## src/sv/sha_pkg.sv

```systemverilog
// sha-256 stream hash package: command codes, round constants, initial hash
// values and the round and message schedule helper functions
// no dependencies
`timescale 1ns / 1ps

package sha_pkg;

    typedef enum logic [1:0] {
        CMD_ABSORB  = 2'd0,
        CMD_FINISH  = 2'd1,
        CMD_RESTART = 2'd2,
        CMD_NONE    = 2'd3
    } cmd_t;

    // block buffer holds sixteen 32-bit schedule words, bytes packed big-endian
    localparam int unsigned BLK_WORDS = 16;
    localparam int unsigned ROUNDS    = 64;
    localparam logic [7:0]  PAD_BYTE  = 8'h80;

    typedef logic [31:0] word_t;
    typedef word_t [7:0] hash_t;

    // datapath commands from the controller
    typedef struct packed {
        logic       buf_write;   // write byte at fill position
        logic [7:0] buf_byte;
        logic [5:0] buf_pos;
        logic       clear_low;   // zero bytes 0..55 (second pad block)
        logic       write_len;   // write length into bytes 56..63
        logic       round_init;  // load working vars from chain
        logic       round_step;  // run one round
        logic       chain_add;   // fold working vars into chain
        logic       chain_reset; // load initial hash values
    } dp_cmd_t;

    function automatic word_t ror(input word_t x, input int unsigned n);
        ror = (x >> n) | (x << (32 - n));
    endfunction

    function automatic word_t round_k(input logic [5:0] i);
        word_t k [0:63];
        k = '{
            32'h428a2f98, 32'h71374491, 32'hb5c0fbcf, 32'he9b5dba5,
            32'h3956c25b, 32'h59f111f1, 32'h923f82a4, 32'hab1c5ed5,
            32'hd807aa98, 32'h12835b01, 32'h243185be, 32'h550c7dc3,
            32'h72be5d74, 32'h80deb1fe, 32'h9bdc06a7, 32'hc19bf174,
            32'he49b69c1, 32'hefbe4786, 32'h0fc19dc6, 32'h240ca1cc,
            32'h2de92c6f, 32'h4a7484aa, 32'h5cb0a9dc, 32'h76f988da,
            32'h983e5152, 32'ha831c66d, 32'hb00327c8, 32'hbf597fc7,
            32'hc6e00bf3, 32'hd5a79147, 32'h06ca6351, 32'h14292967,
            32'h27b70a85, 32'h2e1b2138, 32'h4d2c6dfc, 32'h53380d13,
            32'h650a7354, 32'h766a0abb, 32'h81c2c92e, 32'h92722c85,
            32'ha2bfe8a1, 32'ha81a664b, 32'hc24b8b70, 32'hc76c51a3,
            32'hd192e819, 32'hd6990624, 32'hf40e3585, 32'h106aa070,
            32'h19a4c116, 32'h1e376c08, 32'h2748774c, 32'h34b0bcb5,
            32'h391c0cb3, 32'h4ed8aa4a, 32'h5b9cca4f, 32'h682e6ff3,
            32'h748f82ee, 32'h78a5636f, 32'h84c87814, 32'h8cc70208,
            32'h90befffa, 32'ha4506ceb, 32'hbef9a3f7, 32'hc67178f2
        };
        round_k = k[i];
    endfunction

    function automatic hash_t init_h();
        hash_t h;
        h[0] = 32'h6a09e667;
        h[1] = 32'hbb67ae85;
        h[2] = 32'h3c6ef372;
        h[3] = 32'ha54ff53a;
        h[4] = 32'h510e527f;
        h[5] = 32'h9b05688c;
        h[6] = 32'h1f83d9ab;
        h[7] = 32'h5be0cd19;
        init_h = h;
    endfunction

endpackage

```

## src/sv/sha_if.sv

```systemverilog
// valid/ready channel interfaces for the hash core
// depends on sha_pkg
`timescale 1ns / 1ps

interface sha_in_if;
    logic         valid;
    logic         ready;
    sha_pkg::cmd_t command;
    logic [7:0]   data_byte;

    modport source (output valid, command, data_byte, input ready);
    modport sink   (input valid, command, data_byte, output ready);
endinterface

interface sha_out_if;
    logic        valid;
    logic        ready;
    logic [31:0] digest_word;
    logic [2:0]  word_index;
    logic        last_word;

    modport source (output valid, digest_word, word_index, last_word, input ready);
    modport sink   (input valid, digest_word, word_index, last_word, output ready);
endinterface

```

## src/sv/sha_datapath.sv

```systemverilog
// compression datapath: block buffer as a 16-word shift line, working
// variables, chaining words; one round per cycle under controller command
// depends on sha_pkg
`timescale 1ns / 1ps

module sha_datapath (
    input  logic              clk,
    input  logic              rst_n,
    input  sha_pkg::dp_cmd_t  cmd,
    input  logic [63:0]       length_bits,
    input  logic [5:0]        round_idx,
    input  logic [2:0]        rd_index,
    output sha_pkg::word_t    rd_word
);

    sha_pkg::word_t w_reg [0:15];
    sha_pkg::hash_t v_reg;
    sha_pkg::hash_t h_reg;

    // message schedule and round function: next word from the shift line, t1 and t2
    sha_pkg::word_t s0, s1, w_new, t1, t2;
    always_comb
    begin
        s0 = sha_pkg::ror(w_reg[1], 7) ^ sha_pkg::ror(w_reg[1], 18) ^ (w_reg[1] >> 3);
        s1 = sha_pkg::ror(w_reg[14], 17) ^ sha_pkg::ror(w_reg[14], 19)
            ^ (w_reg[14] >> 10);
        w_new = s1 + w_reg[9] + s0 + w_reg[0];
        t1 = v_reg[7]
            + (sha_pkg::ror(v_reg[4], 6) ^ sha_pkg::ror(v_reg[4], 11)
               ^ sha_pkg::ror(v_reg[4], 25))
            + ((v_reg[4] & v_reg[5]) ^ (~v_reg[4] & v_reg[6]))
            + sha_pkg::round_k(round_idx) + w_reg[0];
        t2 = (sha_pkg::ror(v_reg[0], 2) ^ sha_pkg::ror(v_reg[0], 13)
              ^ sha_pkg::ror(v_reg[0], 22))
            + ((v_reg[0] & v_reg[1]) ^ (v_reg[0] & v_reg[2]) ^ (v_reg[1] & v_reg[2]));
    end

    // buffer words: byte writes, padding, and shift during rounds
    always_ff @(posedge clk)
    begin
        if (cmd.round_step)
        begin
            for (int i = 0; i < 15; i++)
            begin
                w_reg[i] <= w_reg[i+1];
            end
            w_reg[15] <= w_new;
        end
        else
        begin
            if (cmd.buf_write)
            begin
                case (cmd.buf_pos[1:0])
                    2'd0:    w_reg[cmd.buf_pos[5:2]][31:24] <= cmd.buf_byte;
                    2'd1:    w_reg[cmd.buf_pos[5:2]][23:16] <= cmd.buf_byte;
                    2'd2:    w_reg[cmd.buf_pos[5:2]][15:8]  <= cmd.buf_byte;
                    default: w_reg[cmd.buf_pos[5:2]][7:0]   <= cmd.buf_byte;
                endcase
            end
            if (cmd.clear_low)
            begin
                for (int i = 0; i < 14; i++)
                begin
                    w_reg[i] <= '0;
                end
            end
            if (cmd.write_len)
            begin
                w_reg[14] <= length_bits[63:32];
                w_reg[15] <= length_bits[31:0];
            end
        end
    end

    // working variables
    always_ff @(posedge clk)
    begin
        if (cmd.round_init)
        begin
            v_reg <= h_reg;
        end
        else if (cmd.round_step)
        begin
            v_reg[7] <= v_reg[6];
            v_reg[6] <= v_reg[5];
            v_reg[5] <= v_reg[4];
            v_reg[4] <= v_reg[3] + t1;
            v_reg[3] <= v_reg[2];
            v_reg[2] <= v_reg[1];
            v_reg[1] <= v_reg[0];
            v_reg[0] <= t1 + t2;
        end
    end

    // chaining words
    always_ff @(posedge clk or negedge rst_n)
    begin
        if (!rst_n)
        begin
            h_reg <= sha_pkg::init_h();
        end
        else if (cmd.chain_reset)
        begin
            h_reg <= sha_pkg::init_h();
        end
        else if (cmd.chain_add)
        begin
            for (int i = 0; i < 8; i++)
            begin
                h_reg[i] <= h_reg[i] + v_reg[i];
            end
        end
    end

    assign rd_word = h_reg[rd_index];

endmodule

```

## src/sv/sha_ctrl.sv

```systemverilog
// controller: command decode, byte fill, padding sequence, round counter,
// and digest word output register
// depends on sha_pkg and sha_if
`timescale 1ns / 1ps

module sha_ctrl (
    input  logic             clk,
    input  logic             rst_n,
    sha_in_if.sink           in_ch,
    sha_out_if.source        out_ch,
    output sha_pkg::dp_cmd_t cmd,
    output logic [63:0]      length_bits,
    output logic [5:0]       round_idx,
    output logic [2:0]       rd_index,
    input  sha_pkg::word_t   rd_word
);

    typedef enum logic [2:0] {
        ST_IDLE,
        ST_INIT,
        ST_ROUND,
        ST_ADD,
        ST_PAD2,
        ST_EMIT
    } state_t;

    state_t      state_reg, state_next;
    logic [5:0]  fill_reg, fill_next;
    logic [63:0] bits_reg, bits_next;
    logic        done_reg, done_next;
    logic        final_reg, final_next;   // compression is the length block
    logic        second_reg, second_next; // another length block follows
    logic [5:0]  round_reg, round_next;
    logic [2:0]  idx_reg, idx_next;
    logic        ovalid_reg, ovalid_next;
    sha_pkg::word_t oword_reg, oword_next;
    logic [2:0]  oidx_reg, oidx_next;
    logic        olast_reg, olast_next;

    logic        acc;
    logic        out_free;

    assign out_free   = !ovalid_reg || out_ch.ready;
    assign in_ch.ready = (state_reg == ST_IDLE);
    assign acc        = in_ch.valid && in_ch.ready;

    assign out_ch.valid       = ovalid_reg;
    assign out_ch.digest_word = oword_reg;
    assign out_ch.word_index  = oidx_reg;
    assign out_ch.last_word   = olast_reg;
    assign round_idx          = round_reg;
    assign rd_index           = idx_reg;
    assign length_bits        = bits_reg;

    // next-state and command logic
    always_comb
    begin
        state_next  = state_reg;
        fill_next   = fill_reg;
        bits_next   = bits_reg;
        done_next   = done_reg;
        final_next  = final_reg;
        second_next = second_reg;
        round_next  = round_reg;
        idx_next    = idx_reg;
        ovalid_next = ovalid_reg && !out_ch.ready;
        oword_next  = oword_reg;
        oidx_next   = oidx_reg;
        olast_next  = olast_reg;
        cmd         = '0;
        cmd.buf_byte = in_ch.data_byte;
        cmd.buf_pos  = fill_reg;
        case (state_reg)
            ST_IDLE:
            begin
                if (acc)
                begin
                    case (in_ch.command)
                        sha_pkg::CMD_ABSORB:
                        begin
                            if (!done_reg)
                            begin
                                cmd.buf_write = 1'b1;
                                fill_next     = fill_reg + 6'd1;
                                if (fill_reg == 6'd63)
                                begin
                                    bits_next  = bits_reg + 64'd512;
                                    final_next = 1'b0;
                                    state_next = ST_INIT;
                                end
                            end
                        end
                        sha_pkg::CMD_FINISH:
                        begin
                            idx_next = 3'd0;
                            if (done_reg)
                            begin
                                state_next = ST_EMIT;
                            end
                            else
                            begin
                                // pad byte, then zero the block up to the length field or the block end
                                cmd.buf_byte  = sha_pkg::PAD_BYTE;
                                cmd.buf_write = 1'b1;
                                bits_next = bits_reg + {55'd0, fill_reg, 3'd0};
                                done_next = 1'b1;
                                state_next = ST_PAD2;
                                fill_next  = fill_reg + 6'd1;
                                second_next = (fill_reg >= 6'd56);
                            end
                        end
                        sha_pkg::CMD_RESTART:
                        begin
                            cmd.chain_reset = 1'b1;
                            fill_next = '0;
                            bits_next = '0;
                            done_next = 1'b0;
                        end
                        default:
                        begin
                        end
                    endcase
                end
            end
            ST_PAD2:
            begin
                // zero bytes one per cycle up to the block end or length field
                if (fill_reg == 6'd0 || (!second_reg && fill_reg == 6'd56))
                begin
                    if (!second_reg)
                    begin
                        cmd.write_len = 1'b1;
                        final_next    = 1'b1;
                    end
                    else
                    begin
                        final_next = 1'b0;
                    end
                    state_next = ST_INIT;
                end
                else
                begin
                    cmd.buf_byte  = 8'd0;
                    cmd.buf_write = 1'b1;
                    fill_next     = fill_reg + 6'd1;
                end
            end
            ST_INIT:
            begin
                cmd.round_init = 1'b1;
                round_next = '0;
                state_next = ST_ROUND;
            end
            ST_ROUND:
            begin
                cmd.round_step = 1'b1;
                round_next = round_reg + 6'd1;
                if (round_reg == 6'd63)
                begin
                    state_next = ST_ADD;
                end
            end
            ST_ADD:
            begin
                cmd.chain_add = 1'b1;
                if (!done_reg)
                begin
                    state_next = ST_IDLE;
                end
                else if (second_reg && !final_reg)
                begin
                    // second padded block: zeros then length
                    cmd.clear_low = 1'b1;
                    cmd.write_len = 1'b1;
                    second_next   = 1'b0;
                    final_next    = 1'b1;
                    state_next    = ST_INIT;
                end
                else
                begin
                    fill_next  = '0;
                    state_next = ST_EMIT;
                end
            end
            ST_EMIT:
            begin
                if (out_free)
                begin
                    ovalid_next = 1'b1;
                    oword_next  = rd_word;
                    oidx_next   = idx_reg;
                    olast_next  = (idx_reg == 3'd7);
                    idx_next    = idx_reg + 3'd1;
                    if (idx_reg == 3'd7)
                    begin
                        state_next = ST_IDLE;
                    end
                end
            end
            default:
            begin
                state_next = ST_IDLE;
            end
        endcase
    end

    // state and registered outputs
    always_ff @(posedge clk or negedge rst_n)
    begin
        if (!rst_n)
        begin
            state_reg  <= ST_IDLE;
            fill_reg   <= '0;
            bits_reg   <= '0;
            done_reg   <= 1'b0;
            final_reg  <= 1'b0;
            second_reg <= 1'b0;
            round_reg  <= '0;
            idx_reg    <= '0;
            ovalid_reg <= 1'b0;
        end
        else
        begin
            state_reg  <= state_next;
            fill_reg   <= fill_next;
            bits_reg   <= bits_next;
            done_reg   <= done_next;
            final_reg  <= final_next;
            second_reg <= second_next;
            round_reg  <= round_next;
            idx_reg    <= idx_next;
            ovalid_reg <= ovalid_next;
        end
    end

    // output payload
    always_ff @(posedge clk)
    begin
        oword_reg <= oword_next;
        oidx_reg  <= oidx_next;
        olast_reg <= olast_next;
    end

endmodule

```

## src/sv/sha256_stream_hash_core.sv

```systemverilog
// sha-256 stream hash core top level: controller plus compression datapath
// depends on sha_pkg, sha_if, sha_ctrl, sha_datapath
`timescale 1ns / 1ps

// Byte-serial SHA-256 taking one byte per absorb command; the 64th byte of a
// block starts a compression (load, 64 rounds at one round per cycle, chain
// add) during which ready is low, so no new byte is taken until it ends.
// Finish pads one zero byte per cycle, then runs one or two compressions
// and sends eight digest words, one per cycle while the sink is ready. A
// repeated finish only re-sends the digest. Restart and the unused command
// give no word.
module sha256_stream_hash_core (
    input  logic      clk,
    input  logic      rst_n,
    sha_in_if.sink    in_ch,
    sha_out_if.source out_ch
);

    sha_pkg::dp_cmd_t cmd;
    logic [63:0]      length_bits;
    logic [5:0]       round_idx;
    logic [2:0]       rd_index;
    sha_pkg::word_t   rd_word;

    sha_ctrl u_ctrl (
        .clk         (clk),
        .rst_n       (rst_n),
        .in_ch       (in_ch),
        .out_ch      (out_ch),
        .cmd         (cmd),
        .length_bits (length_bits),
        .round_idx   (round_idx),
        .rd_index    (rd_index),
        .rd_word     (rd_word)
    );

    sha_datapath u_dp (
        .clk         (clk),
        .rst_n       (rst_n),
        .cmd         (cmd),
        .length_bits (length_bits),
        .round_idx   (round_idx),
        .rd_index    (rd_index),
        .rd_word     (rd_word)
    );

endmodule

```

## src/flat_wrapper.sv

```systemverilog
// flat-port wrapper written by rule: the top's interface ports become plain ports
module sha256_stream_hash_core_flat 
  (clk, rst_n, in_ch_valid, in_ch_command, in_ch_data_byte, in_ch_ready, out_ch_valid, out_ch_digest_word, out_ch_word_index, out_ch_last_word, out_ch_ready);
  sha_in_if in_ch_i ();
  sha_out_if out_ch_i ();
  input  logic clk;
  input  logic rst_n;
  input wire logic [$bits(in_ch_i.valid)-1:0] in_ch_valid;
  input wire logic [$bits(in_ch_i.command)-1:0] in_ch_command;
  input wire logic [$bits(in_ch_i.data_byte)-1:0] in_ch_data_byte;
  output wire logic [$bits(in_ch_i.ready)-1:0] in_ch_ready;
  output wire logic [$bits(out_ch_i.valid)-1:0] out_ch_valid;
  output wire logic [$bits(out_ch_i.digest_word)-1:0] out_ch_digest_word;
  output wire logic [$bits(out_ch_i.word_index)-1:0] out_ch_word_index;
  output wire logic [$bits(out_ch_i.last_word)-1:0] out_ch_last_word;
  input wire logic [$bits(out_ch_i.ready)-1:0] out_ch_ready;
  assign in_ch_i.valid = in_ch_valid;
  assign in_ch_i.command = in_ch_command;
  assign in_ch_i.data_byte = in_ch_data_byte;
  assign in_ch_ready = in_ch_i.ready;
  assign out_ch_valid = out_ch_i.valid;
  assign out_ch_digest_word = out_ch_i.digest_word;
  assign out_ch_word_index = out_ch_i.word_index;
  assign out_ch_last_word = out_ch_i.last_word;
  assign out_ch_i.ready = out_ch_ready;
  sha256_stream_hash_core u_core (.clk(clk), .rst_n(rst_n), .in_ch(in_ch_i), .out_ch(out_ch_i));
endmodule
```

## config.mk

```make
export PLATFORM = sky130hd
export DESIGN_NAME = sha256_stream_hash_core_flat
export DESIGN_NICKNAME = d
export VERILOG_FILES = /design/src/sv/sha_pkg.sv /design/src/sv/sha_if.sv /design/src/sv/sha_datapath.sv /design/src/sv/sha_ctrl.sv /design/src/sv/sha256_stream_hash_core.sv /design/src/flat_wrapper.sv
export SDC_FILE = /design/constraint.sdc
export NUM_CORES = 2
export LEC_CHECK = 0
export ABC_CLOCK_PERIOD_IN_PS = 9500
export BUFFER_PORTS_ARGS = -buffer_cell sky130_fd_sc_hd__buf_4
export CAP_MARGIN = 10
export CORE_UTILIZATION = 40
export CTS_BUF_LIST = sky130_fd_sc_hd__clkbuf_8
export DETAILED_ROUTE_END_ITERATION = 10
export PLACE_DENSITY = 0.61
export SETUP_SLACK_MARGIN = 0.02
export SLEW_MARGIN = 20
export SYNTH_ARGS = -nofsm -noshare
export SYNTH_HDL_FRONTEND = slang
export SYNTH_SLANG_ARGS = --single-unit
```

## constraint.sdc

```tcl
create_clock -name clk -period 9.5 [get_ports clk]
set_input_delay 0.475 -clock clk [delete_from_list [all_inputs] [get_ports clk]]
set_output_delay 0.475 -clock clk [all_outputs]
set_load 0.02 [all_outputs]
```

==> results.py <==
metrics = {
    "clocking": {
        "clockRootBuffer": "clkbuf_8",
        "cts_buffers": 198,
        "tritoncts": "built",
        "cts_buffer_depth": 3,
        "htreeDepth": 4,
        "cts_sinks": 1143,
        "clkSlewWorstSetupHoldPaths_ns": 0.07,
        "clk_latency_ns": 0.97,
    },
    "synthesis": {
        "syn_inst": 8201,
        "synth_top_cell_area_share_pct": 31.1,
        "avgSynthCellArea_sq_um": 9.46,
        "async_reset_ff_share_pct": 29.7,
        "syn_nets": 8818,
        "syn_area_sq_um": 77600,
        "synth.most_common_cell": "nand2_1",
        "ys_ff_latch": 1143,
        "yosysSeqAreaShare_pct": 42.3,
        "yosysUniqueCellTypes": 93,
        "synthFlopType": "edfxtp_1",
        "yosys_warnings": 0,
        "synthTopCellsByCount": "nand2_1 (1,315), o21ai_0 (910), edfxtp_1 (804)",
        "yosysTopAreaCell": "edfxtp_1",
        "synth_edf_count": 804,
        "synth_area_leaders": "edfxtp_1 (31%), ha_1 (6.6%), dfrtp_1 (6.5%), nand2_1 (6.4%), o21ai_0 (5.9%)",
    },
    "detailed_routing": {
        "ant_nets": 0,
        "wl_microns": 269000,
        "vias": 64200,
        "viasPerCell": 5.94,
        "drc": 0,
        "first_pass_iters": 8,
        "drtIter0Drc": 6909,
        "avgRoutedWirePerCell_microns": 24.9,
    },
    "timing": {
        "setup_viol": 0,
        "relSlewSlack_pct": 14.6,
        "skew_ns": 0.0619,
        "whs_ns": 0.0889,
        "timing.fmax_ghz": 0.111,
        "period_share_pct": 95.1,
        "rsz0062_at_grt": "false",
        "worst_pin_slew_ns": 1.28,
        "finalMaxSlewViolations": 0,
        "fin_crit_ns": 9.04,
        "fin_tns_setup_ns": 0,
        "hold_viol_final": 0,
    },
    "floorplanning": {
        "dieWidth_microns": 442,
        "coreArea_sq_um": 193000,
        "rows": 161,
        "io_pins": 52,
        "dieHeight_microns": 442,
        "start_util_pct": 40.3,
        "floorplan.die_area_sq_um": 196000,
    },
    "power": {
        "switching_share_pct": 24.0,
        "p_sw_mw": 2.40,
        "power.density_nw_per_um2": 119,
        "p_leak_nw": 35.1,
        "combPwrFrac_pct": 1.3,
        "peakVddDrop_v": 0.000133,
        "pwr-share-seq_pct": 52.8,
        "power_mw": 10.0,
        "p_int_mw": 7.62,
        "power_frac_clock_pct": 45.9,
    },
    "setup_path": {
        "crit_type": "reg2reg",
        "cp_data_arrival_time_ns": 9.69,
        "required_ns": 10.15,
        "worstPathMaxFanout": 8,
        "slowest_delay_ns": 0.52,
        "end_kind": "flop",
        "slowest_stage": "fa_1",
        "cpMostUsedCell": "a21oi_1",
        "critPathLaunchType": "flop",
    },
    "placement": {
        "gp_congestion": 0.980,
        "dp.cells": 10400,
        "placed_cell_area_sq_um": 80500,
        "dp_hpwl_microns": 195000,
        "io_buffers": 51,
    },
    "final_layout": {
        "fin_nets": 8730,
        "largest_register_ffs": 512,
        "instances_no_fill": 10800,
        "regArea_sq_um": 32800,
        "design_area_sq_um": 84400,
        "layout-drive-gt1-share_pct": 9.26,
        "multi_input_area_sq_um": 41800,
        "area_growth_pct": 8.86,
        "n_fill_cell": 18500,
    },
    "grt": {
        "grt_max_degree": 228,
        "track_usage_pct": 26.9,
        "antenna_found_initial": 11,
        "grt_pass1_vias": 62500,
        "gr-total-overflow": 0,
        "grt_pass1_wl_microns": 401000,
    },
    "hold_path": {
        "hold_path.class": "in2async",
    },
    "outcome": {
        "outcome": "finished clean",
    },
    "flow_run": {
        "cap_violations": 0,
    },
}
-- cell type report --
cell class / instances / share of cell area, %
clock inverter: 149 / 1.15
clock buffer: 213 / 3.47
sequential: 1143 / 38.9
antenna: 4 / 0.0119
inverter: 350 / 1.56
multi-input combinational: 6237 / 49.5
tap: 2526 / 3.74
timing repair buffer: 183 / 1.70
-- metrics by stage --
step	utilization [%]	worst slack (ns)
3_5_place_dp	41.8	0.526
2_1_floorplan	-	1.17
4_1_cts	43.8	0.449
3_3_place_gp	41.8	0.548
5_1_grt	43.8	0.0257
6_report	43.8	0.464
-- kinds of logic (layout without fill, tap and decap cells) --
kind of cell | count (synthesis) | in the layout | share of synthesized area [%]
simple gates | 2665 | 2665 | 14.9
compound gates | 2221 | 2221 | 17.2
flops | 1143 | 1143 | 42.3
buf+inv | 821 | 895 | 3.98
fa+ha+maj | 607 | 607 | 11.7
xor+xnor | 597 | 597 | 6.74
mux | 147 | 147 | 3.14
other cells | 0 | 4 | 0
-- final timing paths --
| check | start | end | slack, ns | cells after the start |
|---|---|---|---|---|
| min in group clk | in_ch_data_byte[2] | u_core.u_dp.w_reg[15][18] | 0.14 | 3 |
| worst min register to register | u_core.u_dp.w_reg[12][21] | u_core.u_dp.w_reg[11][21] | 0.50 | 2 |
| max in group asynchronous | rst_n | u_core.u_dp.h_reg[213] | 7.63 | 4 |
| worst max-delay path | u_core.u_ctrl.round_idx[1] | u_core.u_dp.v_reg[31] | 0.46 | 38 |
| worst min-delay path | rst_n | u_core.u_dp.h_reg[64] | 0.09 | 2 |
| worst max register to register | u_core.u_ctrl.round_idx[1] | u_core.u_dp.v_reg[31] | 0.46 | 38 |
-- power groups by stage --
| stage | clock network [mW] | logic, mW | registers, mW |
|---|---|---|---|
| final | 4.60 | 0.130 | 5.30 |
| after global routing | 4.88 | 0.139 | 5.29 |
| after CTS | 4.67 | 0.130 | 5.30 |
| after detailed placement | 0 | 0.128 | 5.39 |
| after global placement | 0 | 0.129 | 5.39 |
| after floorplan | 0 | 0.0447 | 5.39 |
-- routing by layer --
metal	vias to the layer above	share of wire, %	global-route usage, %
met5	-	0.022	0
met1	31700	41	35.3
met4	8	5.1	12.7
met2	2810	47	43.7
met3	577	7.4	4.02
li1	29100	-	-
-- worst max-delay path, delay by kind of cell (launching register included) --
family	cells	cell delay (ns)
buffers and inverters	6	0.60
flip-flops	1	0.45
AND/OR/NAND/NOR	5	0.51
AO/OA/AOI/OAI	17	3.79
adder cells (fa/ha/maj)	7	2.84
XOR/XNOR	3	0.51
-- placed cells by master (no fill, tap or decap), types with 16 or more instances in the layout --
| cell | instances |
|---|---|
| o31ai_1 | 39 |
| clkbuf_8 | 213 |
| a31oi_1 | 74 |
| and3_1 | 44 |
| nand4_1 | 42 |
| or3_1 | 25 |
| o21ai_0 | 908 |
| xor2_1 | 224 |
| edfxtp_1 | 804 |
| dfstp_2 | 136 |
| mux2_2 | 58 |
| mux4_2 | 71 |
| ha_1 | 405 |
| and2_1 | 27 |
| a211o_1 | 16 |
| nor2b_1 | 55 |
| nand2b_1 | 71 |
| xnor2_1 | 373 |
| or2_2 | 17 |
| o21a_1 | 63 |
| nor2_1 | 481 |
| inv_1 | 426 |
| nor3_1 | 101 |
| nand2_1 | 1307 |
| a21oi_1 | 520 |
| o211ai_1 | 24 |
| nand3_1 | 426 |
| clkinv_1 | 35 |
| a22o_1 | 34 |
| a211oi_1 | 58 |
| a21o_1 | 199 |
| buf_4 | 173 |
| mux2i_1 | 18 |
| fa_1 | 196 |
| o21bai_1 | 58 |
| o22a_1 | 16 |
| dfrtp_1 | 197 |
-- what timing repair did --
item                                    4_1_cts  5_1_grt
hold buffers                                  6        0
gates resized for setup                       0        5
buffers inserted                              0        0
endpoints found under the setup margin        0        1
hold endpoints to repair                     59        0
Power figures use the tool's default switching activity.
